**config.mk**
```make
export PLATFORM = sky130hd
export DESIGN_NAME = state_variable_lowpass_filter_core
export DESIGN_NICKNAME = d
export VERILOG_FILES = /design/src/hw/rtl/svf_pkg.sv /design/src/hw/rtl/svf_mul.sv /design/src/hw/rtl/svf_coef.sv /design/src/hw/rtl/state_variable_lowpass_filter_core.sv
export VERILOG_INCLUDE_DIRS = /design/src /design/src/hw/rtl
export SDC_FILE = /design/constraint.sdc
export NUM_CORES = 2
export LEC_CHECK = 0
export ABC_AREA = 1
export BUFFER_PORTS_ARGS = -buffer_cell sky130_fd_sc_hd__buf_2
export CAP_MARGIN = 20
export CORE_MARGIN = 1
export CORE_UTILIZATION = 45
export CTS_CLUSTER_SIZE = 28
export DETAILED_ROUTE_END_ITERATION = 8
export SLEW_MARGIN = 20
export SYNTH_ARGS = -nofsm -noshare
export SYNTH_HDL_FRONTEND = slang
export SYNTH_HIERARCHICAL = 1
export SYNTH_SLANG_ARGS = --single-unit
```
**constraint.sdc**
```tcl
create_clock -name clock -period 11.08 [get_ports clock]
set_input_delay 0 -clock clock [delete_from_list [all_inputs] [get_ports clock]]
set_output_delay 0 -clock clock [all_outputs]
set_load 0.01 [all_outputs]
```
**src/hw/rtl/state_variable_lowpass_filter_core_macros.svh**
```systemverilog
// ----------------------------------------------------------------------------
// Assertion macros for the state variable lowpass filter core
// Short forms for clocked assertions that share clock and reset.
// ----------------------------------------------------------------------------
`ifndef STATE_VARIABLE_LOWPASS_FILTER_CORE_MACROS_SVH
`define STATE_VARIABLE_LOWPASS_FILTER_CORE_MACROS_SVH

// Check a consequence in the same cycle
`define SVF_ASSERT_SAME(lbl, ante, cons, msg) \
   lbl: assert property (@(posedge clock) disable iff (reset) (ante) |-> (cons)) \
      else $error(msg);

// Check a consequence in the following cycle
`define SVF_ASSERT_NEXT(lbl, ante, cons, msg) \
   lbl: assert property (@(posedge clock) disable iff (reset) (ante) |=> (cons)) \
      else $error(msg);

`endif

```
**src/hw/rtl/svf_pkg.sv**
```systemverilog
// ----------------------------------------------------------------------------
// svf_pkg
// Types and constants shared by the state variable lowpass filter modules.
// ----------------------------------------------------------------------------
package svf_pkg;

   // Configuration port
   localparam int CSR_IDX_BITS  = 2;
   localparam int CSR_DATA_BITS = 16;
   localparam logic [CSR_IDX_BITS-1:0] CSR_CUTOFF    = 2'd0;
   localparam logic [CSR_IDX_BITS-1:0] CSR_RESONANCE = 2'd1;

   // Coefficient formats: damping Q2.14, tuning Q2.15
   localparam int DAMP_BITS = 16;
   localparam int TUNE_BITS = 17;

   // 1.0 in Q1.15, and the tuning polynomial constants
   localparam logic [15:0] COEF_ONE = 16'd32768;
   localparam logic [16:0] K_185    = 17'd60621;
   localparam logic [14:0] K_085    = 15'd27853;

   // Rounding shift of the shared multiplier
   typedef enum logic {
      SH_Q15,
      SH_Q14
   } shift_type;

   typedef struct packed {
      logic      load;
      shift_type shift;
   } mul_ctl_type;

endpackage

```
**src/hw/rtl/svf_mul.sv**
```systemverilog
// ----------------------------------------------------------------------------
// svf_mul
// Shared multiplier: signed operand times unsigned coefficient, scaled down
// by 2^14 or 2^15 with rounding half away from zero, result registered.
// ----------------------------------------------------------------------------
module svf_mul #(
   parameter int OP_BITS = 26
) (
   input  logic                                    clock,
   input  svf_pkg::mul_ctl_type                    mul_ctl,
   input  logic signed [OP_BITS-1:0]               operand,
   input  logic        [svf_pkg::TUNE_BITS-1:0]    coef,
   output logic signed [OP_BITS+3:0]               product
);
   import svf_pkg::*;

   localparam int FULL_BITS = OP_BITS + TUNE_BITS + 1;

   logic                      neg;
   logic [OP_BITS-1:0]        mag;
   logic [FULL_BITS-1:0]      full;
   logic [FULL_BITS-1:0]      biased;
   logic [OP_BITS+2:0]        rnd_mag;
   logic signed [OP_BITS+3:0] prod_in;
   logic signed [OP_BITS+3:0] prod_ff;

   // Multiply the magnitude, round half up, restore the sign
   always_comb begin
      neg  = operand[OP_BITS-1];
      mag  = neg ? (~$unsigned(operand)) + 1'b1 : $unsigned(operand);
      full = FULL_BITS'(mag) * FULL_BITS'(coef);
      case (mul_ctl.shift)
         SH_Q15: begin
            biased  = full + (FULL_BITS'(1) << 14);
            rnd_mag = (OP_BITS + 3)'(biased >> 15);
         end
         default: begin
            biased  = full + (FULL_BITS'(1) << 13);
            rnd_mag = (OP_BITS + 3)'(biased >> 14);
         end
      endcase
      prod_in = neg ? -$signed({1'b0, rnd_mag}) : $signed({1'b0, rnd_mag});
   end

   // Hold the product until the next load
   always_ff @(posedge clock) begin
      if (mul_ctl.load) begin
         prod_ff <= prod_in;
      end
   end

   assign product = prod_ff;

endmodule

```
**src/hw/rtl/svf_coef.sv**
```systemverilog
// ----------------------------------------------------------------------------
// svf_coef
// Configuration registers and coefficient sequencer: damping is
// min(resonance, 2 - frequency), tuning is f * (1.85 - 0.85 * f * damping).
// ----------------------------------------------------------------------------
module svf_coef (
   input  logic                                 clock,
   input  logic                                 reset,
   input  logic                                 csr_valid,
   output logic                                 csr_ready,
   input  logic [svf_pkg::CSR_IDX_BITS-1:0]     csr_index,
   input  logic [svf_pkg::CSR_DATA_BITS-1:0]    csr_data,
   output logic                                 busy,
   output logic [svf_pkg::DAMP_BITS-1:0]        damping,
   output logic [svf_pkg::TUNE_BITS-1:0]        tuning
);
   import svf_pkg::*;

   typedef enum logic [2:0] {
      ST_IDLE,
      ST_DAMP,
      ST_PROD,
      ST_SCALE,
      ST_TUNE
   } coef_state_type;

   coef_state_type         state_ff;
   logic [15:0]            freq_ff;
   logic [15:0]            reso_ff;
   logic [DAMP_BITS-1:0]   damp_ff;
   logic [TUNE_BITS-1:0]   tune_ff;
   logic [31:0]            prod_ff;
   logic [16:0]            scale_ff;

   logic [15:0]            clamp_in;
   logic [15:0]            limit;
   logic [DAMP_BITS-1:0]   damp_in;
   logic [31:0]            prod_in;
   logic [46:0]            scale_biased;
   logic [16:0]            scale_in;
   logic [15:0]            margin;
   logic [32:0]            tune_biased;
   logic [TUNE_BITS-1:0]   tune_in;

   // Clamp the write data, then one multiply per step
   always_comb begin
      clamp_in     = (csr_data > COEF_ONE) ? COEF_ONE : csr_data;
      limit        = 16'((17'h10000 - {1'b0, freq_ff}) >> 1);
      damp_in      = (reso_ff < limit) ? reso_ff : limit;
      prod_in      = 32'(freq_ff) * 32'(damp_ff);
      scale_biased = 47'(K_085) * 47'(prod_ff) + (47'd1 << 28);
      scale_in     = 17'(scale_biased >> 29);
      margin       = (K_185 > scale_ff) ? 16'(K_185 - scale_ff) : 16'd0;
      tune_biased  = 33'(freq_ff) * 33'(margin) + (33'd1 << 14);
      tune_in      = TUNE_BITS'(tune_biased >> 15);
   end

   // Sequencer and coefficient registers
   always_ff @(posedge clock) begin
      if (reset) begin
         state_ff <= ST_IDLE;
         freq_ff  <= '0;
         reso_ff  <= '0;
         damp_ff  <= '0;
         tune_ff  <= '0;
      end else begin
         unique case (state_ff)
            ST_IDLE: begin
               if (csr_valid) begin
                  case (csr_index)
                     CSR_CUTOFF: begin
                        freq_ff  <= clamp_in;
                        state_ff <= ST_DAMP;
                     end
                     CSR_RESONANCE: begin
                        reso_ff  <= clamp_in;
                        state_ff <= ST_DAMP;
                     end
                     default: begin
                        // drop writes to unknown registers
                     end
                  endcase
               end
            end
            ST_DAMP: begin
               damp_ff  <= damp_in;
               state_ff <= ST_PROD;
            end
            ST_PROD: begin
               prod_ff  <= prod_in;
               state_ff <= ST_SCALE;
            end
            ST_SCALE: begin
               scale_ff <= scale_in;
               state_ff <= ST_TUNE;
            end
            ST_TUNE: begin
               tune_ff  <= tune_in;
               state_ff <= ST_IDLE;
            end
            default: begin
               state_ff <= ST_IDLE;
            end
         endcase
      end
   end

   assign busy      = (state_ff != ST_IDLE);
   assign csr_ready = (state_ff == ST_IDLE);
   assign damping   = damp_ff;
   assign tuning    = tune_ff;

endmodule

```
**src/hw/rtl/state_variable_lowpass_filter_core.sv**
```systemverilog
// ----------------------------------------------------------------------------
// state_variable_lowpass_filter_core
// Chamberlin state variable filter, lowpass output, on one shared multiplier.
// ----------------------------------------------------------------------------
// Each accepted sample runs ST_LP, ST_HP, ST_MUL, then ST_BP, which registers
// the result beat once the result register is free; the next sample is taken
// only back in ST_IDLE. The shared multiplier runs three products per sample
// (tuning x bandpass, damping x bandpass, tuning x highpass). A configuration
// write recomputes the coefficients; no sample is taken meanwhile. Reset clears
// both integrators, registers and coefficients, and drops any pending result.
`include "state_variable_lowpass_filter_core_macros.svh"

module state_variable_lowpass_filter_core #(
   parameter int SAMPLE_BITS = 16,
   parameter int ACC_BITS    = 24
) (
   input  logic                                 clock,
   input  logic                                 reset,
   // Sample in: tdata = audio_in
   input  logic                                 req_tvalid,
   output logic                                 req_tready,
   input  logic [((SAMPLE_BITS+7)/8)*8-1:0]     req_tdata,
   // Result out: tdata = lowpass_out; tuser = clipped
   output logic                                 rsp_tvalid,
   input  logic                                 rsp_tready,
   output logic [((SAMPLE_BITS+7)/8)*8-1:0]     rsp_tdata,
   output logic                                 rsp_tuser,
   // Register writes
   input  logic                                 csr_valid,
   output logic                                 csr_ready,
   input  logic [svf_pkg::CSR_IDX_BITS-1:0]     csr_index,
   input  logic [svf_pkg::CSR_DATA_BITS-1:0]    csr_data
);
   import svf_pkg::*;

   localparam int DATA_BITS = ((SAMPLE_BITS + 7) / 8) * 8;
   localparam int WIDE_BITS = ((ACC_BITS > SAMPLE_BITS) ? ACC_BITS : SAMPLE_BITS) + 2;
   localparam int PROD_BITS = WIDE_BITS + 4;

   typedef enum logic [2:0] {
      ST_IDLE,
      ST_LP,
      ST_HP,
      ST_MUL,
      ST_BP
   } core_state_type;

   core_state_type                  state_ff;
   logic signed [SAMPLE_BITS-1:0]   x_ff;
   logic signed [ACC_BITS-1:0]      lp_ff;
   logic signed [ACC_BITS-1:0]      bp_ff;
   logic signed [WIDE_BITS-1:0]     hp_ff;
   logic                            clip_ff;
   logic                            rsp_valid_ff;
   logic [SAMPLE_BITS-1:0]          rsp_data_ff;
   logic                            rsp_clip_ff;

   logic                            coef_busy;
   logic [DAMP_BITS-1:0]            damping;
   logic [TUNE_BITS-1:0]            tuning;

   mul_ctl_type                     mul_ctl;
   logic signed [WIDE_BITS-1:0]     mul_operand;
   logic [TUNE_BITS-1:0]            mul_coef;
   logic signed [PROD_BITS-1:0]     product;

   logic                            req_fire;
   logic                            rsp_free;
   logic signed [PROD_BITS-1:0]     lp_sum;
   logic                            lp_ovf;
   logic signed [ACC_BITS-1:0]      lp_sat;
   logic signed [PROD_BITS-1:0]     hp_sum;
   logic signed [PROD_BITS-1:0]     bp_sum;
   logic                            bp_ovf;
   logic signed [ACC_BITS-1:0]      bp_sat;
   logic signed [WIDE_BITS-1:0]     y_ext;
   logic                            y_ovf;
   logic [SAMPLE_BITS-1:0]          y_sat;

   // Configuration registers and coefficients
   svf_coef u_coef (
      .clock     (clock),
      .reset     (reset),
      .csr_valid (csr_valid),
      .csr_ready (csr_ready),
      .csr_index (csr_index),
      .csr_data  (csr_data),
      .busy      (coef_busy),
      .damping   (damping),
      .tuning    (tuning)
   );

   // Shared multiplier
   svf_mul #(
      .OP_BITS (WIDE_BITS)
   ) u_mul (
      .clock   (clock),
      .mul_ctl (mul_ctl),
      .operand (mul_operand),
      .coef    (mul_coef),
      .product (product)
   );

   assign req_tready = (state_ff == ST_IDLE) && !coef_busy;
   assign req_fire   = req_tvalid && req_tready;
   assign rsp_free   = !rsp_valid_ff || rsp_tready;

   // Steer the multiplier for each step
   always_comb begin
      mul_ctl.load  = 1'b0;
      mul_ctl.shift = SH_Q15;
      mul_operand   = WIDE_BITS'(bp_ff);
      mul_coef      = tuning;
      unique case (state_ff)
         ST_IDLE: begin
            mul_ctl.load = req_fire;
         end
         ST_LP: begin
            mul_ctl.load  = 1'b1;
            mul_ctl.shift = SH_Q14;
            mul_coef      = TUNE_BITS'(damping);
         end
         ST_MUL: begin
            mul_ctl.load = 1'b1;
            mul_operand  = hp_ff;
         end
         ST_HP, ST_BP: begin
            mul_ctl.load = 1'b0;
         end
         default: begin
            mul_ctl.load = 1'b0;
         end
      endcase
   end

   // Integrator updates with saturation, highpass, output clamp
   always_comb begin
      lp_sum = PROD_BITS'(lp_ff) + product;
      lp_ovf = lp_sum[PROD_BITS-1:ACC_BITS-1] != {(PROD_BITS-ACC_BITS+1){lp_sum[PROD_BITS-1]}};
      lp_sat = lp_ovf ? {lp_sum[PROD_BITS-1], {(ACC_BITS-1){~lp_sum[PROD_BITS-1]}}}
                      : lp_sum[ACC_BITS-1:0];

      hp_sum = PROD_BITS'(x_ff) - PROD_BITS'(lp_ff) - product;

      bp_sum = PROD_BITS'(bp_ff) + product;
      bp_ovf = bp_sum[PROD_BITS-1:ACC_BITS-1] != {(PROD_BITS-ACC_BITS+1){bp_sum[PROD_BITS-1]}};
      bp_sat = bp_ovf ? {bp_sum[PROD_BITS-1], {(ACC_BITS-1){~bp_sum[PROD_BITS-1]}}}
                      : bp_sum[ACC_BITS-1:0];

      y_ext = WIDE_BITS'(lp_ff);
      y_ovf = y_ext[WIDE_BITS-1:SAMPLE_BITS-1]
              != {(WIDE_BITS-SAMPLE_BITS+1){y_ext[WIDE_BITS-1]}};
      y_sat = y_ovf ? {y_ext[WIDE_BITS-1], {(SAMPLE_BITS-1){~y_ext[WIDE_BITS-1]}}}
                    : y_ext[SAMPLE_BITS-1:0];
   end

   // Sequencer, integrators and result register
   always_ff @(posedge clock) begin
      if (reset) begin
         state_ff     <= ST_IDLE;
         lp_ff        <= '0;
         bp_ff        <= '0;
         clip_ff      <= 1'b0;
         rsp_valid_ff <= 1'b0;
      end else begin
         // drop the result beat once taken, unless the final step refills it
         if (rsp_valid_ff && rsp_tready && (state_ff != ST_BP)) begin
            rsp_valid_ff <= 1'b0;
         end
         unique case (state_ff)
            ST_IDLE: begin
               if (req_fire) begin
                  x_ff     <= req_tdata[SAMPLE_BITS-1:0];
                  state_ff <= ST_LP;
               end
            end
            ST_LP: begin
               lp_ff    <= lp_sat;
               clip_ff  <= lp_ovf;
               state_ff <= ST_HP;
            end
            ST_HP: begin
               hp_ff    <= hp_sum[WIDE_BITS-1:0];
               state_ff <= ST_MUL;
            end
            ST_MUL: begin
               state_ff <= ST_BP;
            end
            ST_BP: begin
               // hold until the result register is free
               if (rsp_free) begin
                  bp_ff        <= bp_sat;
                  rsp_data_ff  <= y_sat;
                  rsp_clip_ff  <= clip_ff | bp_ovf | y_ovf;
                  rsp_valid_ff <= 1'b1;
                  state_ff     <= ST_IDLE;
               end
            end
            default: begin
               state_ff <= ST_IDLE;
            end
         endcase
      end
   end

   assign rsp_tvalid = rsp_valid_ff;
   assign rsp_tdata  = DATA_BITS'(rsp_data_ff);
   assign rsp_tuser  = rsp_clip_ff;

   // Checks
   `SVF_ASSERT_NEXT(a_accept_starts, req_tvalid && req_tready, state_ff == ST_LP,
                    "accepted sample did not start the update")
   `SVF_ASSERT_NEXT(a_result_held, (state_ff == ST_BP) && rsp_tvalid && !rsp_tready,
                    (state_ff == ST_BP) && rsp_tvalid, "result lost while output stalled")
   `SVF_ASSERT_SAME(a_result_source, $rose(rsp_tvalid), $past(state_ff) == ST_BP,
                    "result beat raised outside the final step")

endmodule

```
Yosys cells after proc, flatten, opt, wreduce, memory -nomap -nowiden
Cells that the tools add are included.

Eq/ne operators: 17. Mux-type cells: 22. Magnitude comparators: 3. Div/mod/pow operators: 0. Add/sub/neg operators: 12. Reduce and logical (&&, ||, !) cells: 23. Bitwise operators: 7. Multipliers: 4. Shift operators: 0.

Operator list (number): multiplier 16 x 16 -> 32 bit (2); 2-to-1 mux 16 bit (4); adder 24 x 30 -> 30 bit (2); 2-to-1 mux 29 bit (2); 2-to-1 mux 26 bit (2); 2-to-1 mux 24 bit (2); adder 46 x 29 -> 46 bit, second input constant (1); multiplier 15 x 32 -> 46 bit, first input constant (1); adder 43 x 15 -> 44 bit, second input constant (1); adder 43 x 14 -> 43 bit, second input constant (1); multiplier 26 x 17 -> 43 bit (1); adder 32 x 15 -> 32 bit, second input constant (1); negation 29 -> 30 bit (1); adder 26 x 1 -> 26 bit, second input constant (1); inverter 26 bit (1); subtractor 25 x 26 -> 26 bit (1); subtractor 16 x 24 -> 25 bit (1); greater-than comparator 16 x 17 -> 1 bit, first input constant (1); 2-to-1 mux 17 bit (1); subtractor 17 x 16 -> 17 bit, first input constant (1); greater-than comparator 16 bit, second input constant (1); less-than comparator 16 bit (1); subtractor 16 bit, first input constant (1); case mux 3 bit (5 select lines) (1); 23 further kinds (56).

Input port bits: 39. Bits in registers: 259. ROM bits: 0. Output and inout bits: 20. Latch bits: 0. Memories kept: 0. Word-level logic and storage cells: 106. RAM bits: 0.

Depth between registers and ports, before layout
Word-level depth: 10. Mapped depth: 59. Mapped depth without buffers: 56.

Modules after synthesis
Netlist, hierarchy kept.

By module, submodules not included: svf_coef (instances 1, cells each 3743, sequential area each 2832.7 µm², area an instance 31209.9 µm²); svf_mul (instances 1, cells each 2774, sequential area each 900.9 µm², area an instance 19263.5 µm²); state_variable_lowpass_filter_core (instances 1, cells each 1673, sequential area each 2832.7 µm², area an instance 11337.1 µm²).

Worst setup path after synthesis
Ideal clock, no wire load.

Path kind: register -> register. Start: register state_ff[1] (netlist name). End: register u_mul.prod_ff[22] (netlist: u_mul/product[22]), data pin. Arrival: 8.551 ns. Buffers on the path: 3. Path slack: 2.271 ns. Stages on the path, launching flop included: 49. Library setup time: 0.258 ns. Cells stage by stage: dfxtp_1 -> nand3_1 -> clkbuf_1 -> nor2_1 -> a21oi_1 -> buf_2 -> nor3_2 -> nand2_1 -> nor3_1 -> nand2_1 -> nor3_1 -> nand3_1 -> nor3_1 -> nand2_1 -> nand2_1 -> o21ai_0 -> xor2_1 -> clkbuf_1 -> [... 13 more ...] -> nand2_1 -> nand2_1 -> o21bai_1 -> a21oi_1 -> nand3_1 -> nand3_1 -> nand2_1 -> nor2_1 -> nand2_1 -> nor2_4 -> nand3_1 -> nand2_1 -> nand2_1 -> nor2_1 -> nand4_2 -> nand2_4 -> nand2_2 -> xnor2_2.

RTL lines: end signal, assigned (RTL line svf_mul.sv:48) `prod_ff <= prod_in;`; end, declared (RTL line svf_mul.sv:25) `logic signed [OP_BITS+3:0] prod_ff;`.

==> results.md <==
* Synth Flop Type: edfxtp_1
* Crit path max fanout at 31
* Critical path endpoint category: flip-flop
* Port-buffer cells at 58
* Final Max Tran Viols at 0
* Crit Path Category: reg2reg
* Final WL at 189,900 um
* Drt pass-1 iters at 6
* Synth top area cells: fa_1 (31%), ha_1 (14%), nand2_1 (12%), inv_1 (12%), edfxtp_1 (6.7%)
* P per Cell Area at 118.6 mW/mm^2
* CTS tree: built
* Max H-tree Level at 2
* Vias at 51,620
* First-pass GRT wire length at 300,000 um
* Worst path max stage delay at 0.57 ns
* Min Tclk post-route at 10.18 ns
* HPWL Detailed at 157,900 um
* Die Wd at 372.6 um
* Skew-Pair Late Insertion Delay at 0.62 ns
* VDD IR max at 0.1802 mV
* Vias/cell at 5.177
* Routed length per placed instance at 19.04 um
* Multi-input logic area at 0.04697 mm^2
* Num Clock Sinks at 259
* CP bufs+invs at 8
* Initial antenna violation count at 5
* Netlist Area Pre-Place at 0.06181 mm^2
* DR iter-0 viols at 3,956
* Status: complete, no violations
* Mapped Nets at 9,867
* Top cell type's share of synthesized area at 0.3135
* Core Area at 0.1358 mm^2
* #FFs+latches synth at 259
* Post-synth EDFFs at 138
* Synth warnings at 6
* Clk slew on worst S/H paths at 0.06 ns
* Vias in the first global route at 52,460
* Hold Worst Slack at 0.09636 ns
* Area leader, netlist: fa_1
* Sequential share of the synthesized area at 0.1062
* # Max-Cap Violations at 0
* # nets final at 9,840
* GRT Total Usage at 0.2769
* Asr flop ratio synth at 0
* Register area at 0.006569 mm^2
* I/O pin count at 59
* CP arrival at 10.55 ns
* Setup crit start kind: flip-flop
* # rows at 135
* Die Y-Extent at 372.6 um
* Final setup violation count at 0
* RSZ-0062 raised after global routing: no
* Die area at 0.1388 mm^2
* Root Buffer: clkbuf_16
* Worst path slowest cell: fa_1
* Maximum number of pins on one net before global-route repair at 47
* Yosys cell types at 76
* Worst Hold Class: in2reg
* Area Overhead vs Synth at 5.836%
* Clock Tree Buf Depth at 3
* Setup Fix Bufs, Post-CTS at 0
* Fill count at 13,650
* CP top delay family: adder cells
* Setup TNS at 0 ns
* Skew final at 0.04341 ns
* Worst EP required at 11.45 ns
* Fmax at 98.20 MHz
* Residual DRC count at 0
* Worst slew pin tran at 1.210 ns
* Post-route ant nets at 0
* Share of cells above drive strength 1 at 0.05104
* Post-synthesis area per instance at 7.547 um^2
* Routability Congestion at 0.9563
* Commonest cells post-synth: nand2_1 (1,944), inv_1 (1,895), fa_1 (968)
* Crit share post-route at 0.9191
* Slew HR at 0.1860
* CTS buffer count at 34
* Leak pwr at 0.03488 uW
* Starting density of the core at 0.4551
* Grt ovf at 0
* Count leader, synth: nand2_1
* Cells after Synth at 8,190
* Final Hold Fails at 0
-- report_power, final --
part           switching (uW)  total [uW]  leakage, uW  internal (uW)
logic                    3380        5170       0.0321           1800
clock network             514        1170     0.000546            652
registers                 162        1420      0.00227           1260
total                    4050        7760       0.0349           3710
-- final cells by class --
class,count,share of cell area
multi-input cells,5761,0.7179
inverters,1945,0.1118
flip-flops and latches,259,0.1004
well taps,1781,0.03406
repair buffers,162,0.01836
clock buffers,45,0.01410
clock inverters,17,0.003347
diodes,1,0.00003825
-- worst reg2reg max path: cells and delay by family, from the launching register on --
kind            cells  cell delay, ns
xor+xnor            1            0.13
simple gates       23            3.94
flops               1            0.47
fa+ha+maj          10            4.08
compound gates      2            0.48
buf+inv             8            0.89
-- flip-flops by register name, indices dropped and copies added, names as in the netlist --
signal / count
u_coef/prod_ff: 32
u_mul/product: 30
hp_ff: 26
bp_ff: 24
lp_ff: 24
u_coef/scale_ff: 17
u_coef/tuning: 17
rsp_tdata: 16
u_coef/damping: 16
u_coef/freq_ff: 16
u_coef/reso_ff: 16
x_ff: 16
state_ff: 3
u_coef/state_ff: 3
clip_ff: 1
rsp_tuser: 1
rsp_tvalid: 1
-- cell usage in the layout, fill, tap and decap left out, types with 49 or more instances in the layout --
cell type / n
a21oi_1: 358
buf_2: 57
buf_4: 61
dfxtp_1: 119
edfxtp_1: 138
fa_1: 968
ha_1: 670
inv_1: 1895
nand2_1: 1941
nand2_2: 68
nand3_1: 351
nand4_1: 49
nor2_1: 665
o21ai_0: 169
xnor2_1: 58
xor2_1: 115
-- logic make-up after synthesis --
kind of cell,after synthesis,synth area share
AOI/OAI and AO/OA,668,0.05937
xor gates and xnor gates,176,0.02506
buffers and inverters,2170,0.1353
adders and majority gates,1638,0.4491
DFF,259,0.1062
and+or+nand+nor,3279,0.2249
-- final timing paths --
check             slack, ns          startpoint  cells past startpoint                  to
setup reg to reg       0.90         state_ff[1]                     44   u_mul/product[22]
setup / recovery       0.90         state_ff[1]                     44   u_mul/product[22]
hold / removal          0.1       req_tdata[13]                      2            x_ff[13]
hold reg to reg        0.49  u_coef/state_ff[0]                      1  u_coef/state_ff[0]
-- stage by stage --
step                utilization  cells  power (uW)  instance area (um^2)  worst slack [ns]
floorplan                     -   8190        5051                 61810             2.271
global placement         0.4697   9864        6557                 63780            0.9800
detailed placement       0.4697   9864        6531                 63790            0.9807
CTS                      0.4813   9969        7800                 65360            0.9870
global route             0.4817   9970        8490                 65420           0.02187
finish                   0.4817   9971        7759                 65420            0.8964
-- repair_timing --
item | 4_1_cts | 5_1_grt
hold endpoints to repair | 67 | 0
hold buffers | 43 | 0
setup endpoints to repair | 0 | 8
resized for setup | 0 | 5
-- routing by layer --
metal  share of wire  up-vias  GRT usage
met5         0.00015        -          0
met2            0.45     1741     0.4427
met4           0.025        4    0.06518
met3           0.070      230    0.03346
met1            0.46    25040     0.3983
li1                -    24610          -
Note: power is estimated with default switching activity, not from simulation.
